<file path="config.mk">
export PLATFORM = sky130hd
export DESIGN_NAME = work_stealing_task_queues
export DESIGN_NICKNAME = d
export VERILOG_FILES = /design/src/rtl/wstq_pkg.sv /design/src/rtl/work_stealing_task_queues.sv /design/src/rtl/wstq_ram.sv
export SDC_FILE = /design/constraint.sdc
export NUM_CORES = 2
export LEC_CHECK = 0
export ABC_AREA = 1
export BUFFER_PORTS_ARGS = -buffer_cell sky130_fd_sc_hd__clkbuf_2
export CORE_UTILIZATION = 45
export CTS_CLUSTER_DIAMETER = 120
export DETAILED_ROUTE_END_ITERATION = 10
export RECOVER_POWER = 100
export SYNTH_ARGS = -nofsm -noshare
export SYNTH_HDL_FRONTEND = slang
export SYNTH_SLANG_ARGS = --single-unit
</file>
<file path="constraint.sdc">
create_clock -name clk -period 4.3 [get_ports clk]
set_clock_uncertainty 0.2 [all_clocks]
set_input_delay 0.43 -clock clk [delete_from_list [all_inputs] [get_ports clk]]
set_output_delay 0.43 -clock clk [all_outputs]
set_load 0.005 [all_outputs]
</file>
<file path="src/rtl/wstq_pkg.sv">
package wstq_pkg;

	// command codes
	localparam logic CMD_SPAWN   = 1'b0;
	localparam logic CMD_REQUEST = 1'b1;

	// configuration register indexes
	localparam logic CFG_ACTIVE  = 1'b0;
	localparam logic CFG_RUNNING = 1'b1;

	// result status codes
	typedef enum logic [2:0] {
		ST_OWN     = 3'd0,
		ST_STOLEN  = 3'd1,
		ST_WAIT    = 3'd2,
		ST_EXIT    = 3'd3,
		ST_QUEUED  = 3'd4,
		ST_DROPPED = 3'd5,
		ST_IGNORED = 3'd6
	} status_t;

	localparam logic [3:0] ACTIVE_RESET = 4'd4;

endpackage

</file>
<file path="src/rtl/work_stealing_task_queues.sv">
// work-stealing task dispatcher, one request per start, one result strobe per request
// ignored spawn, inactive-worker request: answered from idle; spawn: full check, write
// own pop: own check, read, read wait; steal: own check, victim scan, read, read wait
// nothing found ends the scan; one request at a time, the scan probing one queue per cycle
// reset: queues empty, spawn pointer 0, active_workers 4, scheduler_running 1
// the done strobe lasts one cycle and the receiver cannot stall it
module work_stealing_task_queues #(
	parameter int WORKERS     = 8,
	parameter int QUEUE_DEPTH = 16,
	parameter int HANDLE_BITS = 16
) (
	input  logic                   clk,
	input  logic                   arst_n,
	// request channel
	input  logic                   start,
	output logic                   busy,
	input  logic                   command,
	input  logic [2:0]             worker_id,
	input  logic [HANDLE_BITS-1:0] task_handle,
	// configuration write port
	input  logic                   cfg_we,
	input  logic                   cfg_index,
	input  logic [3:0]             cfg_data,
	// result channel
	output logic                   done,
	output wstq_pkg::status_t      status,
	output logic [HANDLE_BITS-1:0] task_out,
	output logic [2:0]             source_queue
);

	import wstq_pkg::*;

	// widths
	localparam int NW  = $clog2(WORKERS + 1);               // holds the active count
	localparam int QW  = (WORKERS > 1) ? $clog2(WORKERS) : 1; // queue index
	localparam int XW  = (NW > 4) ? NW : 4;                  // compare width
	localparam int HW  = $clog2(QUEUE_DEPTH);                // head / slot index
	localparam int CW  = $clog2(QUEUE_DEPTH + 1);            // fill count
	localparam int SW  = CW + 1;                             // slot sum
	localparam int MD  = WORKERS * QUEUE_DEPTH;
	localparam int AW  = $clog2(MD);

	localparam logic [CW-1:0] DEPTH_C = CW'(QUEUE_DEPTH);
	localparam logic [SW-1:0] DEPTH_S = SW'(QUEUE_DEPTH);
	localparam logic [AW-1:0] DEPTH_A = AW'(QUEUE_DEPTH);
	localparam logic [XW-1:0] WORKERS_X = XW'(WORKERS);

	typedef enum logic [2:0] {
		S_IDLE,
		S_SPAWN_CHK,
		S_MEM_WR,
		S_OWN_CHK,
		S_SCAN,
		S_MEM_RD,
		S_RD_WAIT
	} state_t;

	state_t state_q;

	// configuration
	logic [3:0] active_q;
	logic       running_q;

	// per-queue control state
	logic [HW-1:0] head_q  [WORKERS];
	logic [CW-1:0] count_q [WORKERS];
	logic [QW-1:0] spawn_ptr_q;

	// request context
	logic [HANDLE_BITS-1:0] handle_q;
	logic [QW-1:0]          sel_q;      // queue under work
	logic [HW-1:0]          pos_q;      // slot within that queue
	logic [NW-1:0]          n_q;        // active count latched at accept
	logic [NW-1:0]          step_q;     // victims probed so far
	logic                   steal_q;

	// result registers
	logic                   done_q;
	status_t                status_q;
	logic [HANDLE_BITS-1:0] task_q;
	logic [2:0]             src_q;

	// ram ports
	logic                   ram_we;
	logic                   ram_re;
	logic [AW-1:0]          ram_addr;
	logic [HANDLE_BITS-1:0] ram_rdata;

	// slot arithmetic: the modular add used by spawn, own pop and steal
	function automatic logic [HW-1:0] slot_wrap(input logic [HW-1:0] h,
		input logic [CW-1:0] c);
		logic [SW-1:0] s;
		s = SW'(h) + SW'(c);
		if (s >= DEPTH_S) begin
			s = s - DEPTH_S;
		end
		return HW'(s);
	endfunction

	// active count clamped into 1..WORKERS
	logic [XW-1:0] act_x;
	logic [NW-1:0] n_now;

	always_comb begin
		act_x = XW'(active_q);
		if (act_x == '0) begin
			n_now = NW'(1);
		end else if (act_x > WORKERS_X) begin
			n_now = NW'(WORKERS);
		end else begin
			n_now = NW'(act_x);
		end
	end

	// spawn target, a stale pointer acts as queue 0
	logic [QW-1:0] spawn_q_sel;
	logic [QW-1:0] spawn_ptr_next;
	logic          id_active;

	always_comb begin
		spawn_q_sel = (XW'(spawn_ptr_q) < XW'(n_now)) ? spawn_ptr_q : '0;
		spawn_ptr_next = (XW'(spawn_q_sel) + XW'(1) >= XW'(n_now)) ? '0
			: QW'(XW'(spawn_q_sel) + XW'(1));
		id_active = (XW'(worker_id) < XW'(n_now));
	end

	// selected queue state, read at one address per cycle
	logic [HW-1:0] sel_head;
	logic [CW-1:0] sel_count;
	logic [QW-1:0] sel_next;    // next victim, wrapping at the active count
	logic          scan_last;

	always_comb begin
		sel_head  = head_q[sel_q];
		sel_count = count_q[sel_q];
		sel_next  = (XW'(sel_q) + XW'(1) >= XW'(n_q)) ? '0 : QW'(XW'(sel_q) + XW'(1));
		scan_last = (XW'(step_q) + XW'(1) >= XW'(n_q));
	end

	// ram address: queue base plus slot
	assign ram_we   = (state_q == S_MEM_WR);
	assign ram_re   = (state_q == S_MEM_RD);
	assign ram_addr = AW'(sel_q) * DEPTH_A + AW'(pos_q);

	wstq_ram #(
		.WIDTH (HANDLE_BITS),
		.DEPTH (MD)
	) u_ram (
		.clk   (clk),
		.we    (ram_we),
		.waddr (ram_addr),
		.wdata (handle_q),
		.re    (ram_re),
		.raddr (ram_addr),
		.rdata (ram_rdata)
	);

	// configuration writes
	always_ff @(posedge clk or negedge arst_n) begin
		if (!arst_n) begin
			active_q  <= ACTIVE_RESET;
			running_q <= 1'b1;
		end else if (cfg_we) begin
			unique case (cfg_index)
				CFG_ACTIVE:  active_q  <= cfg_data;
				CFG_RUNNING: running_q <= cfg_data[0];
				default: ;
			endcase
		end
	end

	// sequencer
	always_ff @(posedge clk or negedge arst_n) begin
		if (!arst_n) begin
			state_q     <= S_IDLE;
			spawn_ptr_q <= '0;
			done_q      <= 1'b0;
			status_q    <= ST_WAIT;
			task_q      <= '0;
			src_q       <= '0;
			sel_q       <= '0;
			pos_q       <= '0;
			n_q         <= '0;
			step_q      <= '0;
			steal_q     <= 1'b0;
			handle_q    <= '0;
			for (int i = 0; i < WORKERS; i++) begin
				head_q[i]  <= '0;
				count_q[i] <= '0;
			end
		end else begin
			done_q <= 1'b0;
			unique case (state_q)
				S_IDLE: begin
					if (start) begin
						handle_q <= task_handle;
						n_q      <= n_now;
						if (command == CMD_SPAWN) begin
							if (task_handle == '0) begin
								// null handle, nothing queued
								done_q   <= 1'b1;
								status_q <= ST_IGNORED;
								task_q   <= '0;
								src_q    <= '0;
							end else begin
								sel_q       <= spawn_q_sel;
								spawn_ptr_q <= spawn_ptr_next;
								state_q     <= S_SPAWN_CHK;
							end
						end else if (id_active) begin
							sel_q   <= QW'(worker_id);
							state_q <= S_OWN_CHK;
						end else begin
							// inactive worker touches no queue
							done_q   <= 1'b1;
							status_q <= running_q ? ST_WAIT : ST_EXIT;
							task_q   <= '0;
							src_q    <= '0;
						end
					end
				end

				S_SPAWN_CHK: begin
					if (sel_count >= DEPTH_C) begin
						done_q   <= 1'b1;
						status_q <= ST_DROPPED;
						task_q   <= '0;
						src_q    <= 3'(sel_q);
						state_q  <= S_IDLE;
					end else begin
						pos_q          <= slot_wrap(sel_head, sel_count);
						count_q[sel_q] <= sel_count + CW'(1);
						state_q        <= S_MEM_WR;
					end
				end

				S_MEM_WR: begin
					done_q   <= 1'b1;
					status_q <= ST_QUEUED;
					task_q   <= '0;
					src_q    <= 3'(sel_q);
					state_q  <= S_IDLE;
				end

				S_OWN_CHK: begin
					if (sel_count != '0) begin
						// pop the front of the worker's own queue
						pos_q          <= sel_head;
						head_q[sel_q]  <= slot_wrap(sel_head, CW'(1));
						count_q[sel_q] <= sel_count - CW'(1);
						steal_q        <= 1'b0;
						state_q        <= S_MEM_RD;
					end else if (n_q == NW'(1)) begin
						done_q   <= 1'b1;
						status_q <= running_q ? ST_WAIT : ST_EXIT;
						task_q   <= '0;
						src_q    <= '0;
						state_q  <= S_IDLE;
					end else begin
						sel_q   <= sel_next;
						step_q  <= NW'(1);
						state_q <= S_SCAN;
					end
				end

				S_SCAN: begin
					if (sel_count != '0) begin
						// steal from the back of this victim
						pos_q          <= slot_wrap(sel_head, sel_count - CW'(1));
						count_q[sel_q] <= sel_count - CW'(1);
						steal_q        <= 1'b1;
						state_q        <= S_MEM_RD;
					end else if (scan_last) begin
						done_q   <= 1'b1;
						status_q <= running_q ? ST_WAIT : ST_EXIT;
						task_q   <= '0;
						src_q    <= '0;
						state_q  <= S_IDLE;
					end else begin
						sel_q  <= sel_next;
						step_q <= step_q + NW'(1);
					end
				end

				S_MEM_RD: begin
					state_q <= S_RD_WAIT;
				end

				S_RD_WAIT: begin
					done_q   <= 1'b1;
					status_q <= steal_q ? ST_STOLEN : ST_OWN;
					task_q   <= ram_rdata;
					src_q    <= 3'(sel_q);
					state_q  <= S_IDLE;
				end

				default: state_q <= S_IDLE;
			endcase
		end
	end

	assign busy         = (state_q != S_IDLE);
	assign done         = done_q;
	assign status       = status_q;
	assign task_out     = task_q;
	assign source_queue = src_q;

endmodule

</file>
<file path="src/rtl/wstq_ram.sv">
module wstq_ram #(
	parameter int WIDTH = 16,
	parameter int DEPTH = 128
) (
	input  logic                     clk,
	input  logic                     we,
	input  logic [$clog2(DEPTH)-1:0] waddr,
	input  logic [WIDTH-1:0]         wdata,
	input  logic                     re,
	input  logic [$clog2(DEPTH)-1:0] raddr,
	output logic [WIDTH-1:0]         rdata
);

	logic [WIDTH-1:0] mem_q [DEPTH];
	logic [WIDTH-1:0] rdata_q;

	always_ff @(posedge clk) begin
		if (we) begin
			mem_q[waddr] <= wdata;
		end
		if (re) begin
			rdata_q <= mem_q[raddr];
		end
	end

	assign rdata = rdata_q;

endmodule

</file>
## Word-level counts from Yosys, hierarchy flattened

Memory sizes are Yosys's and may differ from the RTL's. A register that Yosys moved wholly into a read port is not among the register bits.
Index checks and enable logic that the tools add are counted.

- Register bits: 138
- Memory bits (writable): 2048
- Input port bits: 29
- Output and inout bits: 24
- Memories kept: 1

- $add $sub $neg: 12
- Order comparisons: 12
- Equality and inequality tests: 24
- Multiplexer cells: 100
- Bitwise operators: 4
- Reduce and logical (&&, ||, !) cells: 27

Memory list:

| memory | depth | bits a word | rd ports | clocked after memory_dff | wr ports | RTL line | source |
|---|---|---|---|---|---|---|---|
| u_ram.mem_q | 128 | 16 | 1 | 1 | 1 | wstq_ram.sv:14 | `logic [WIDTH-1:0] mem_q [DEPTH];` |

Operator list:

| operator | count |
|---|---|
| 16-bit 2-to-1 mux | 9 |
| 3-bit 2-to-1 mux | 36 |
| 16-bit one-hot mux with 6 select lines | 1 |
| 40-bit bitwise mux | 2 |
| 40-bit 2-to-1 mux | 2 |
| 40-bit one-hot mux with 2 select lines | 1 |
| 4-bit 2-to-1 mux | 17 |
| 32-bit bitwise mux | 1 |
| 3-bit one-hot mux with 5 select lines | 2 |
| 2-bit inequality test (second input constant) | 11 |
| 3-bit one-hot mux with 6 select lines | 1 |
| 9-bit AND reduction | 2 |
| 16-bit zero test | 1 |
| 5-bit binary-select mux with 3-bit select | 1 |
| 5-bit demux with 3-bit select | 1 |
| 1-bit 2-to-1 mux | 15 |
| 5-bit 2-to-1 mux | 3 |
| 3-bit inequality test (second input constant) | 5 |
| 4-bit by 5-bit adder with 6-bit output | 2 |
| 4-bit binary-select mux with 3-bit select | 1 |
| 4-bit demux with 3-bit select | 1 |
| 4-bit greater-or-equal comparator | 3 |
| 6-bit by 5-bit greater-or-equal comparator with 1-bit output (second input constant) | 2 |
| 4-bit one-hot mux with 3 select lines | 1 |
| other kinds (37) | 58 |

## Longest topological paths before layout

- Word-level depth: 10
- Mapped depth: 22
- Depth with buffers taken out: 20

## By module

A second synthesis with hierarchy kept.

- Cell total of the unflattened synthesis: 7663
- Area total of the unflattened synthesis: 90149.0 µm²

By module, submodules not included:

| module | times used | cells each | area an instance (µm²) | sequential area each (µm²) |
|---|---|---|---|---|
| wstq_ram | 1 | 6793 | 82988.3 | 61979.4 |
| work_stealing_task_queues | 1 | 870 | 7160.6 | 3457.1 |

## Worst setup path before layout

OpenSTA, ideal clock, no wires.

- Path type: register to register
- From: register sel_q[2]
- To: register pos_q[3]
- Setup time: 0.117 ns
- Arrival time: 2.922 ns
- Data required time: 3.983 ns
- Path slack: 1.061 ns
- Cell stages (with the launch flop): 19
- Buffers on the path: 3
- Clock period less this slack: 3.239 ns
- Cell sequence: dfrtp_1 > buf_4 > nor2_4 > buf_2 > nand3_1 > nand2_1 > nor2_1 > nand2_1 > buf_1 > inv_1 > ha_1 > o21ai_0 > ha_1 > a31oi_1 > inv_1 > nand3_1 > nand4_1 > nand3_1 > nand2_1

- Cells in the longest elaborated chain, start to end: 10
- Elaborated cells between the ends (all ways): 26
- Classes of those cells: add/sub: 5; order compare: 3; eq/ne: 3; mux: 12; bitwise: 1; reduce/logical: 2

RTL lines:

| what | RTL line | source |
|---|---|---|
| from (decl) | work_stealing_task_queues.sv:71 | `logic [QW-1:0] sel_q;` |
| from (signal assigned) | work_stealing_task_queues.sv:206 | `sel_q <= spawn_q_sel;` |
| from (signal assigned) | work_stealing_task_queues.sv:211 | `sel_q <= QW'(worker_id);` |
| from (signal assigned) | work_stealing_task_queues.sv:260 | `sel_q <= sel_next;` |
| 3-bit NOT with 4-bit output (not written as such) * | work_stealing_task_queues.sv:134, work_stealing_task_queues.sv:135 |  |
| 5-bit binary-select mux with 3-bit select | work_stealing_task_queues.sv:135 | `sel_count = count_q[sel_q];` |
| 5-bit 2-to-1 mux (not written as such) (2 in series) | work_stealing_task_queues.sv:135 |  |
| 5-bit by 1-bit subtractor with 5-bit output | work_stealing_task_queues.sv:269 | `pos_q <= slot_wrap(sel_head, sel_count - CW'(1));` |
| 4-bit by 5-bit adder with 6-bit output | work_stealing_task_queues.sv:93 | `s = SW'(h) + SW'(c);` |
| 6-bit by 5-bit greater-or-equal comparator with 1-bit output or 4-bit by 1-bit subtractor with 4-bit output (tied branches) | work_stealing_task_queues.sv:94, work_stealing_task_queues.sv:95 |  |
| 4-bit 2-to-1 mux | work_stealing_task_queues.sv:94 | `if (s >= DEPTH_S) begin` |
| 4-bit 2-to-1 mux | work_stealing_task_queues.sv:267 | `if (sel_count != '0) begin` |
| 4-bit one-hot mux with 3 select lines | work_stealing_task_queues.sv:193 | `unique case (state_q)` |
| to (signal assigned) | work_stealing_task_queues.sv:231 | `pos_q <= slot_wrap(sel_head, sel_count);` |
| to (signal assigned) | work_stealing_task_queues.sv:248 | `pos_q <= sel_head;` |
| to (signal assigned) | work_stealing_task_queues.sv:269 |  |
| to (decl) | work_stealing_task_queues.sv:72 | `logic [HW-1:0] pos_q;` |

Mark *: on every way between the ends. The rest lies on a longest branch, timed or not. The select of a mux whose other input is x is not followed.
A chain may end at the register's enable or synchronous reset.

## Final worst setup path

- From: register pos_q[2]
- To: memory u_ram.mem_q[33][12], enable pin

- Cells in the longest elaborated chain, start to end: 1

RTL lines:

| what | RTL line | source |
|---|---|---|
| 7-bit by 4-bit adder with 7-bit output | work_stealing_task_queues.sv:143 | `assign ram_addr = AW'(sel_q) * DEPTH_A + AW'(pos_q);` |
| to (decl) | wstq_ram.sv:14 |  |

Every way passes these cells.

==> results.cfg <==
[hold_path]
hold_depth = 3
hold_end = running_q
min_from = cfg_index
hold_class = input pin to flop

[global_routing]
grt_usage_pct = 26.3
grt_max_degree = 130
grt_pass1_wl_um = 363000
overflow = 0
antenna_found_initial = 10
grt_pass1_vias = 51200

[floorplan]
design.die.area_um2 = 189000
coreArea_um2 = 186000
rows = 158
die_x_um = 435
start_util_pct = 45.4
ios = 53
dieHeight_um = 435

[worst_setup_path]
path_cells = inv_2, nand3_1, inv_8, buf_4, nand2_1, clkbuf_1, nor2_2, buf_2
r2r-end = u_ram.mem_q[33][12]
cp_data_arrival_time_ns = 4.53
cp_slowest_stage_delay_ns = 0.68
critPathCaptureType = flop
start_kind = flop
path_class = flop to flop
r2r_start = pos_q[2]
cp_data_required_time_ns = 4.62
crit_buf_inv = 5
ff2ff_path_depth = 8
crit_family = buffers and inverters
cpMaxStageDelayCell = clkbuf_1
worst-path-max-fanout = 34
rrSetupSlack_ns = 0.08

[sta]
tightest_slew_ns = 3.37
final_max_slew_viol_count = 1431
rsz0062_at_grt = no
fmax_ghz = 0.237
setup_viol = 0
fin_setup_tns_ns = 0
slew_headroom_pct = -125
worst_hold_slack_ns = 0.112
post-route-period-util_pct = 98.1
min_period_ns = 4.22
hold_viol = 0

[power]
vdd_drop_max_mv = 1.40
p_per_area_nw_per_um2 = 683
leakage_nw = 34.0
total_power_mw = 65.8

[synth]
synth-edff-count = 2064
yosysTopAreaCell = edfxtp_1
avgSynthCellArea_um2 = 13.7
synth.distinct_cells = 56
synth-main-ff-cell = edfxtp_1
ys_warn_count = 0
synth_area_um2 = 84400
postSynth.asyncResetShare_pct = 6.27
ys_seq_area_share_pct = 77.5
synthTopCellsByArea = edfxtp_1, nand2_1, dfrtp_1
syn_inst = 6160
synth_top_area_share_pct = 73.4
ys_ff_latch = 2202
synth_fp_nets = 6215

[finish]
multi_input_area_um2 = 16700
regArea_um2 = 65500
nNetsFinal = 6597
area_growth_pct = 14.0
drive_gt1_share_pct = 10.4
fin_cells = 9206
n_fill_cell = 15500

[route]
routed_wl_um = 252000
first_pass_iters = 6
routed_via_density = 5.80
route.vias.total = 53400
dr.first_iter.drc_count = 6943
drt.antenna.violating_nets = 0
drcViolationCount = 0
post_drt_wl_per_cell_um = 27.3

[clock_tree]
cts.sinks = 2202
cts.reportedPaths.clkPinSlew_ns = 0.06
root_buffer = clkbuf_16
clk_latency_ns = 0.88
cts.htree.levels = 4
cts_buffers = 215
cts_tree = yes
cts_buffer_depth = 3

[status]
violations = max-capacitance violations, max-slew violations
status = finished with violations

[flow_run]
max_cap_viol_count = 23

[place]
io_buffers = 52
place.gp.congestion = 0.870
hpwl_um = 149000
dp_cells = 8758
[cell families (layout without fill, tap and decap cells)]
family / Yosys count / in the layout / synth area share [%]
mux: 2 / 2 / 0.0267
compound gates: 834 / 834 / 6.85
fa+ha+maj: 26 / 26 / 0.394
buf+inv: 523 / 1086 / 2.70
flops: 2202 / 2202 / 77.5
xor+xnor: 10 / 10 / 0.113
simple gates: 2563 / 2563 / 12.4
other cells: 0 / 3 / 0
[placed cells by master (no fill, tap or decap), types with 9 or more instances in the layout]
master	count
nand3_1	111
nand2_1	1876
clkbuf_1	126
inv_1	209
clkbuf_16	216
bufinv_16	13
and3_1	11
edfxtp_1	2064
clkinv_2	29
dfrtp_1	129
clkinvlp_4	11
buf_4	126
buf_12	35
clkinv_1	59
a22o_1	56
a221oi_1	193
clkbuf_2	162
a22oi_1	188
a21oi_1	107
o211ai_1	10
o2111ai_1	15
o21ai_1	9
nor2_1	318
inv_8	9
o21ai_0	210
nand4_1	191
ha_1	25
nor2_2	21
inv_2	12
dlygate4sd3_1	45
[tightest hold or removal path: stages]
cell	delay (ns)
clkbuf_2	0.10
a31oi_1	0.08
dlygate4sd3_1	0.56
[state kept, by name (all words and copies together), names as in the netlist, 4 cells and up, named ones only]
register     count
u_ram.mem_q   2048
n_q              4
handle_q        16
count_q         32
u_ram.rdata     16
head_q          32
step_q           4
pos_q            4
act_x            4
task_out        16
[per-layer routing]
metal / GRT usage, % / up-vias / part of all wire [%]
met5: 0 / - / 0.023
met4: 8.29 / 8 / 3.2
met3: 4.85 / 449 / 9.7
met2: 41.6 / 2747 / 47
met1: 36.8 / 27000 / 40
li1: - / 23200 / -
[layout make-up]
cell class	count	share of cell area, %
antenna	3	0.00780
inverter	236	0.992
clock buffer	272	5.84
sequential	2202	68.0
tap	2480	3.22
clock inverter	126	1.20
timing repair buffer	452	3.39
multi-input combinational	3435	17.3
[report_power, final]
| group | internal [mW] | switching [mW] | total [mW] |
|---|---|---|---|
| Combinational | 4.79 | 13.4 | 18.2 |
| Sequential | 27.3 | 1.95 | 29.3 |
| Clock | 10.1 | 8.19 | 18.3 |
[metrics by stage]
step	utilization [%]	worst slack, ns	cell area, µm²
3_3_place_gp	48.3	0.219	89800
2_1_floorplan	-	1.06	84400
5_1_grt	51.8	0.0382	96300
4_1_cts	52.2	0.152	97100
3_5_place_dp	48.3	0.247	89800
6_report	51.8	0.0816	96300
[how the worst max path moves through the flow]
| stage | startpoint | end | slack [ns] | depth (start not counted) |
|---|---|---|---|---|
| after floorplan | sel_q[2] | pos_q[3] | 1.06 | 18 |
| after global placement | pos_q[2] | u_ram.rdata[11] | 0.22 | 14 |
| after detailed placement | pos_q[2] | u_ram.rdata[11] | 0.25 | 14 |
| after CTS | sel_q[0] | state_q[1] | 0.15 | 17 |
| after global routing | pos_q[0] | u_ram.rdata[2] | 0.04 | 12 |
| final | pos_q[2] | u_ram.mem_q[33][12] | 0.08 | 8 |
[cells in the mapped netlist (all sizes together) (4+ instances only)]
library cell,n
dfrtp,135
nor2,347
o21ai,219
a21boi,4
o31ai,8
o211ai,10
nor3,5
clkbuf,83
ha,25
nand2,1883
nand4,191
a22o,56
nand3,116
o21a,8
a221oi,193
a211oi,9
inv,235
and2,4
buf,204
a21oi,107
o2111ai,15
and3,11
xor2,7
edfxtp,2064
a31oi,8
a22oi,188
[repair_timing]
action                                 in CTS  in global routing
gates resized for setup                     0                  6
buffers inserted                            0                  1
endpoints found under the hold margin     107                  0
setup endpoints to repair                   0                  1
hold buffers                               46                  0
No activity file was read; power rests on OpenSTA's default activity.
